$ cat config.mk
export PLATFORM = sky130hd
export DESIGN_NAME = mpmb_queue
export DESIGN_NICKNAME = d
export VERILOG_FILES = /design/src/hdl/mpmb_pkg.sv /design/src/hdl/mpmb_queue.sv
export SDC_FILE = /design/constraint.sdc
export NUM_CORES = 1
export LEC_CHECK = 0
export BUFFER_PORTS_ARGS = -buffer_cell sky130_fd_sc_hd__buf_2
export CORE_ASPECT_RATIO = 0.75
export CORE_MARGIN = 1.5
export CORE_UTILIZATION = 31
export CTS_BUF_LIST = sky130_fd_sc_hd__clkbuf_2 sky130_fd_sc_hd__clkbuf_4 sky130_fd_sc_hd__clkbuf_8
export CTS_CLUSTER_DIAMETER = 40
export DETAILED_ROUTE_END_ITERATION = 16
export GPL_TIMING_DRIVEN = 0
export SYNTH_ARGS = -nofsm -noshare
export SYNTH_HDL_FRONTEND = slang
export SYNTH_SLANG_ARGS = --single-unit
$ cat constraint.sdc
create_clock -name clk -period 11.32 [get_ports clk]
set_clock_uncertainty 0.15 [all_clocks]
set_input_delay 1.132 -clock clk [delete_from_list [all_inputs] [get_ports clk]]
set_output_delay 1.132 -clock clk [all_outputs]
set_load 0.05 [all_outputs]
$ cat src/hdl/mpmb_pkg.sv
`timescale 1ns / 1ps

package mpmb_pkg;

    localparam int PORTS_DEFAULT      = 64;
    localparam int RING_DEPTH_DEFAULT = 16;
    localparam int MSG_BITS_DEFAULT   = 64;
    localparam int QUEUE_DEPTH        = 2;

    typedef enum logic [1:0] {
        KIND_CREATE = 2'd0,
        KIND_SEND   = 2'd1,
        KIND_RECV   = 2'd2,
        KIND_CLOSE  = 2'd3
    } kind_t;

    typedef enum logic [2:0] {
        ST_OK      = 3'd0,
        ST_INVALID = 3'd1,
        ST_FULL    = 3'd2,
        ST_EMPTY   = 3'd3,
        ST_NO_FREE = 3'd4
    } status_t;

    typedef enum logic [1:0] {
        BK_IDLE,
        BK_META,
        BK_SLOT
    } back_state_t;

    typedef struct packed {
        kind_t        kind;
        logic [5:0]   port;
        logic [15:0]  owner_id;
        logic [63:0]  message;
    } req_t;

    typedef struct packed {
        status_t      status;
        logic [5:0]   new_port;
        logic [63:0]  received;
    } rsp_t;

    typedef struct packed {
        kind_t        kind;
        logic         in_range;
        logic [5:0]   port;
        logic [15:0]  owner_id;
        logic [63:0]  message;
    } cmd_t;

endpackage

$ cat src/hdl/mpmb_queue.sv
`timescale 1ns / 1ps

module mpmb_queue (
    input  logic           clk,
    input  logic           rst_n,
    input  logic           push,
    input  mpmb_pkg::cmd_t push_cmd,
    output logic           full,
    input  logic           pop,
    output logic           valid,
    output mpmb_pkg::cmd_t head
);

    localparam int DEPTH = mpmb_pkg::QUEUE_DEPTH;
    localparam int QA_W  = (DEPTH > 1) ? $clog2(DEPTH) : 1;
    localparam int CNT_W = $clog2(DEPTH + 1);

    mpmb_pkg::cmd_t   entries_reg [DEPTH];
    logic [QA_W-1:0]  wr_ptr_reg;
    logic [QA_W-1:0]  wr_ptr_next;
    logic [QA_W-1:0]  rd_ptr_reg;
    logic [QA_W-1:0]  rd_ptr_next;
    logic [CNT_W-1:0] count_reg;
    logic [CNT_W-1:0] count_next;

    function automatic logic [QA_W-1:0] ptr_inc(input logic [QA_W-1:0] p);
        return (p == QA_W'(DEPTH - 1)) ? '0 : p + 1'b1;
    endfunction

    assign full  = (count_reg == CNT_W'(DEPTH));
    assign valid = (count_reg != '0);
    assign head  = entries_reg[rd_ptr_reg];

    always_comb
    begin
        wr_ptr_next = push ? ptr_inc(wr_ptr_reg) : wr_ptr_reg;
        rd_ptr_next = pop ? ptr_inc(rd_ptr_reg) : rd_ptr_reg;
        count_next  = count_reg;
        if (push && !pop)
        begin
            count_next = count_reg + CNT_W'(1);
        end
        else if (pop && !push)
        begin
            count_next = count_reg - CNT_W'(1);
        end
    end

    always_ff @(posedge clk or negedge rst_n)
    begin
        if (!rst_n)
        begin
            wr_ptr_reg <= '0;
            rd_ptr_reg <= '0;
            count_reg  <= '0;
        end
        else
        begin
            wr_ptr_reg <= wr_ptr_next;
            rd_ptr_reg <= rd_ptr_next;
            count_reg  <= count_next;
        end
    end

    always_ff @(posedge clk)
    begin
        if (push)
        begin
            entries_reg[wr_ptr_reg] <= push_cmd;
        end
    end

endmodule

==> results.sh, run 1 <==
export IMPL_status="finished clean"
export IMPL_synth_top_family_by_area="multiplexers"
export IMPL_finalMaxSlewViolations=0
export IMPL_synth_compound_area_share_pct=0
export IMPL_worst_setup_path_end_kind="output port"
export IMPL_ys_seq_elements=182
export IMPL_cts_root_buffer="clkbuf_8"
export IMPL_drc_errors=0
export IMPL_fin_setup_tns_ns=0
export IMPL_syn_area_mm2=0.00667
export IMPL_rsz0062_at_grt="no"
export IMPL_syn_nets=387
export IMPL_synthSimpleGateAreaFrac_pct=0.431
export IMPL_ant_nets=0
export IMPL_synth_warnings=0
export IMPL_max_cap_violations=0
export IMPL_drt_pass1_iter_count=4
export IMPL_cts_made_buffers=17
export IMPL_seq_area_frac_synth_pct=81.6
export IMPL_area_delta_synth_final_pct=26.7
export IMPL_insertion_delay_ns=0.44
export IMPL_design_area_mm2=0.00845
export IMPL_core_area_mm2=0.0211
export IMPL_p_clk_share_pct=19.4
export IMPL_gr_total_overflow=0
export IMPL_tightestPinTransition_ns=0.957
export IMPL_first_global_vias=3647
export IMPL_drive_gt1_share_pct=62.3
export IMPL_fin_crit_ns=3.05
export IMPL_combinationalPowerShare_pct=42.9
export IMPL_dieArea_mm2=0.0224
export IMPL_routed_wl_mm=13.0
export IMPL_nFillCells=1925
export IMPL_cts_tree="done"
export IMPL_detail_route_wl_per_cell_um=16.2
export IMPL_crit_fanout=10
export IMPL_portBuffers=183
export IMPL_power_switching_mw=1.01
export IMPL_antenna_found_initial=1
export IMPL_nets=592
export IMPL_grt_use_total_pct=11.4
export IMPL_crit_required_ns=10.04
export IMPL_mostFrequentLayoutCell="buf_2"
export IMPL_synth_xor_area_share_pct=0.656
export IMPL_std_cell_rows=46
export IMPL_synth_cells=293
export IMPL_worstPathArrival_ns=1.76
export IMPL_critical_path_max_stage_delay_ns=0.35
export IMPL_synthAdderAreaFrac_pct=0.188
export IMPL_grt_max_degree=51
export IMPL_vias=3396
export IMPL_synth_mux_area_share_pct=15.0
export IMPL_num_io_pins=184
export IMPL_dp_hpwl_mm=8.84
export IMPL_postCtsHoldBufs=0
export IMPL_setup_violations=0
export IMPL_dr_first_iter_drc_count=133
export IMPL_die_w_um=172
export IMPL_cts_htree_levels=4
export IMPL_criticalPathCategory="flop to output port"
export IMPL_start_util_pct=31.6
export IMPL_largest_reg_flops=178
export IMPL_start_kind="flop"
export IMPL_clock_fmax_mhz=328
export IMPL_slew_limit_headroom_pct=36.1
export IMPL_power_density_mw_per_mm2=290
export IMPL_post_dp_cell_area_mm2=0.00802
export IMPL_hold_path_class="input port to asynchronous set/reset pin"
export IMPL_sw_frac_of_total_pct=41.2
export IMPL_die_h_um=130
export IMPL_fin_crit_sh_pct=26.9
export IMPL_final_util_pct=40.0
export IMPL_grt_pass1_wl_mm=18.9
export IMPL_p_int_mw=1.44
export IMPL_share_seq_of_total_power_pct=37.7
export IMPL_slowest_stage="dfrtp_1"
export IMPL_cts_path_max_buffers=2
export IMPL_routabilityCongestion=0.669
export IMPL_avgSynthCellArea_um2=22.8
export IMPL_peakVddDrop_mv=0.150
export IMPL_cts_setup_buffers=0
export IMPL_synth_cell_type_count=13
export IMPL_vias_per_cell=4.26
export IMPL_clkSlewWorstSetupHoldPaths_ns=0.09
export IMPL_cts_resized=0
export IMPL_hold_violations=0
export IMPL_p_leak_nw=3.15
export IMPL_layout_common_cells="buf_2, edfxtp_1, mux2_2"
export IMPL_cp_cell_sequence="buf_6 -> clkbuf_8 -> mux2_2 -> buf_2"
export IMPL_cts_num_sinks=182
-- power by group through the flow --
stage | Combinational (mW) | Clock [mW] | Sequential, mW
after floorplan | 0.825 | 0 | 0.944
after global placement | 1.04 | 0 | 0.958
after detailed placement | 1.07 | 0 | 0.940
after CTS | 1.07 | 0.492 | 0.924
after global routing | 1.10 | 0.519 | 0.934
final | 1.05 | 0.475 | 0.922
-- worst max-delay path: cells and delay by family, from the launching register on --
family / cells / cell delay [ns]
buffers and inverters: 3 / 0.62
multiplexers: 1 / 0.35
flip-flops: 1 / 0.35
-- through the flow --
| stage | setup slack (ns) | instances | power, mW | hold WS (ns) |
|---|---|---|---|---|
| after detailed placement | 8.40 | 767 | 2.01 | 0.335 |
| final | 8.27 | 798 | 2.45 | 0.328 |
| after global routing | 8.16 | 798 | 2.56 | 0.290 |
| after floorplan | 5.61 | 293 | 1.77 | 0.297 |
| after global placement | 3.16 | 764 | 2.00 | 0.319 |
| after CTS | 8.19 | 797 | 2.49 | 0.280 |
-- final timing paths --
path,start,cells past startpoint,end,slack [ns]
max reg2reg,wr_ptr_reg,2,entries_reg[0][83],9.31
min in group clk,count_reg[1],1,count_reg[1],0.35
max in group asynchronous,rst_n,1,count_reg[0],10.57
max,rd_ptr_reg,4,head[9],8.27
min,rst_n,1,wr_ptr_reg,0.33
min reg2reg,count_reg[1],1,count_reg[1],0.35
-- cell type report --
cell class | instances | area, um2 | share of cell area [%]
sequential | 182 | 5450 | 64.4
multi-input combinational | 100 | 1100 | 13.0
timing repair buffer | 186 | 976 | 11.6
tap | 288 | 360 | 4.26
clock buffer | 17 | 234 | 2.77
clock inverter | 13 | 195 | 2.31
buffer | 10 | 135 | 1.60
inverter | 1 | 3.75 | 0.0444
antenna | 1 | 2.50 | 0.0296
-- metal layers --
metal / GRT usage [%] / part of all wire [%]
met3: 4.46 / 7.1
met5: 0 / 0
met4: 3.84 / 0.93
met1: 13.6 / 43
met2: 19.1 / 49
-- cells by family after synthesis --
family | Yosys count
flops | 182
xor+xnor | 5
mux | 89
simple gates | 5
buf+inv | 11
fa+ha+maj | 1
-- cell usage after synthesis --
library cell | number | area share, %
edfxtp_1 | 178 | 80
ha_1 | 1 | 0.19
mux2_2 | 89 | 15
or2_2 | 1 | 0.094
buf_6 | 1 | 0.17
dfrtp_1 | 4 | 1.5
inv_1 | 1 | 0.056
nor2b_1 | 2 | 0.19
and2_1 | 1 | 0.094
xor2_1 | 4 | 0.53
xnor2_1 | 1 | 0.13
clkbuf_8 | 9 | 1.9
nor2_1 | 1 | 0.056
Note: power is estimated with default switching activity, not from simulation.
==> inputs of run 2 (changes only) <==
clock period = 3.15 ns   (was 11.32 ns; I/O delays follow)
==> run 2 against run 1 <==
Against the previous run:
- global-route usage is 0.79 points higher
- hold slack worse by 0.28 ns
- cell area is 10% higher
- clock-buffer cell count is 1 higher
- sequential share of layout area is 6.1 points lower
- register-to-register slack worse by 8.0 ns
- flip-flop and latch count stayed put
- non-clock buffer count is 93 higher
- first-iteration DRC count is 2.3% higher
==> results.sh, run 2 (same netlist as run 1, synthesis figures left out) <==
export IMPL_post_dp_cell_area_mm2=0.00805
export IMPL_drive_gt1_share_pct=53.1
export IMPL_vias=3726
export IMPL_drc_errors=0
export IMPL_cts_setup_buffers=0
export IMPL_p_leak_nw=3.50
export IMPL_start_kind="flop"
export IMPL_p_clk_share_pct=16.8
export IMPL_cts_htree_levels=4
export IMPL_worst_setup_path_end_kind="output port"
export IMPL_power_switching_mw=3.69
export IMPL_routabilityCongestion=0.695
export IMPL_status="finished clean"
export IMPL_dr_first_iter_drc_count=136
export IMPL_grt_use_total_pct=12.2
export IMPL_power_density_mw_per_mm2=928
export IMPL_place_ws_ns=1.21
export IMPL_detail_route_wl_per_cell_um=15.3
export IMPL_rsz0062_at_grt="no"
export IMPL_cts_num_sinks=182
export IMPL_worstPathArrival_ns=1.79
export IMPL_ant_nets=0
export IMPL_tightestPinTransition_ns=0.689
export IMPL_antenna_found_initial=0
export IMPL_cts_path_max_buffers=2
export IMPL_clkSlewWorstSetupHoldPaths_ns=0.09
export IMPL_fin_crit_sh_pct=71.6
export IMPL_setup_violations=0
export IMPL_crit_required_ns=2.68
export IMPL_clock_fmax_mhz=443
export IMPL_peakVddDrop_mv=0.505
export IMPL_final_util_pct=44.2
export IMPL_cts_root_buffer="clkbuf_8"
export IMPL_grt_pass1_wl_mm=20.2
export IMPL_portBuffers=183
export IMPL_share_seq_of_total_power_pct=38.3
export IMPL_grt_max_degree=46
export IMPL_vias_per_cell=4.18
export IMPL_design_area_mm2=0.00934
export IMPL_start_util_pct=31.6
export IMPL_finalMaxSlewViolations=0
export IMPL_diodes=0
export IMPL_fin_crit_ns=2.26
export IMPL_nets=685
export IMPL_gr_total_overflow=0
export IMPL_dieArea_mm2=0.0224
export IMPL_die_w_um=172
export IMPL_std_cell_rows=46
export IMPL_criticalPathCategory="flop to output port"
export IMPL_drt_pass1_iter_count=6
export IMPL_combinationalPowerShare_pct=45.0
export IMPL_cts_tree="done"
export IMPL_slew_limit_headroom_pct=54.1
export IMPL_routed_wl_mm=13.7
export IMPL_insertion_delay_ns=0.43
export IMPL_p_int_mw=4.97
export IMPL_first_global_vias=4013
export IMPL_layout_common_cells="buf_2, edfxtp_1, dlygate4sd3_1"
export IMPL_fin_setup_tns_ns=0
export IMPL_holdWs_ns=0.0513
export IMPL_hold_path_class="input port to asynchronous set/reset pin"
export IMPL_crit_fanout=10
export IMPL_finalWorstSetupSlack_ns=0.894
export IMPL_mostFrequentLayoutCell="buf_2"
export IMPL_dp_hpwl_mm=8.80
export IMPL_cts_made_buffers=17
export IMPL_largest_reg_flops=178
export IMPL_num_io_pins=184
export IMPL_die_h_um=130
export IMPL_sw_frac_of_total_pct=42.6
export IMPL_core_area_mm2=0.0211
export IMPL_area_delta_synth_final_pct=39.9
export IMPL_hold_violations=0
export IMPL_max_cap_violations=0
run 2: cell count changes in the layout (fill, tap and decap cells not counted), sizes merged:
cell         before  now
clkinv            4    1
buf             187  188
clkinvlp          1    7
clkbuf           26   27
dlygate4sd3       0   92
diode             1    0
bufinv            4    0
inv               5    7
run 2: power by group through the flow:
stage	Sequential, mW	Combinational (mW)	Clock, mW
3_3_place_gp	3.40	3.73	0
4_1_cts	3.32	3.96	1.51
6_report	3.31	3.90	1.45
3_5_place_dp	3.38	3.85	0
2_1_floorplan	3.36	2.97	0
5_1_grt	3.36	4.09	1.61
run 2: layer usage:
layer	track usage, %	part of all wire, %	up-vias
met4	4.09	1.4	0
met2	21.8	51	110
li1	-	-	1754
met1	13.6	41	1850
met3	4.43	6.1	12
met5	0	0	-
run 2: layout make-up:
cell class,count,area (um2)
Fill cell,1900,11800
Sequential cell,182,5450
Timing Repair Buffer,279,1930
Multi-Input combinational cell,100,1100
Tap cell,288,360
Clock buffer,18,241
Buffer,10,135
Clock inverter,14,120
Inverter,1,3.75
run 2: repair_timing:
item	CTS	global route
hold buffers	92	0
resized for setup	0	0
endpoints found under the setup margin	0	0
hold endpoints to repair	184	0
run 2: through the flow:
| step | power (mW) | cells |
|---|---|---|
| after CTS | 8.79 | 892 |
| after global routing | 9.06 | 892 |
| after floorplan | 6.33 | 293 |
| final | 8.67 | 892 |
| after detailed placement | 7.23 | 768 |
| after global placement | 7.13 | 764 |
run 2: final timing paths:
kind,start,to,slack (ns),cells past startpoint
setup reg to reg,wr_ptr_reg,entries_reg[1][52],1.28,2
hold reg to reg,count_reg[1],count_reg[1],0.34,1
max in group asynchronous,rst_n,wr_ptr_reg,2.67,2
min in group clk,count_reg[1],count_reg[1],0.34,1
hold / removal,rst_n,rd_ptr_reg,0.05,2
setup / recovery,rd_ptr_reg,head[81],0.89,4
run 2: worst max-delay path: stages, from the launching register on:
cell and delay (ns):
dfrtp_1 0.36, buf_6 0.20, clkbuf_8 0.22, mux2_2 0.35, buf_2 0.22
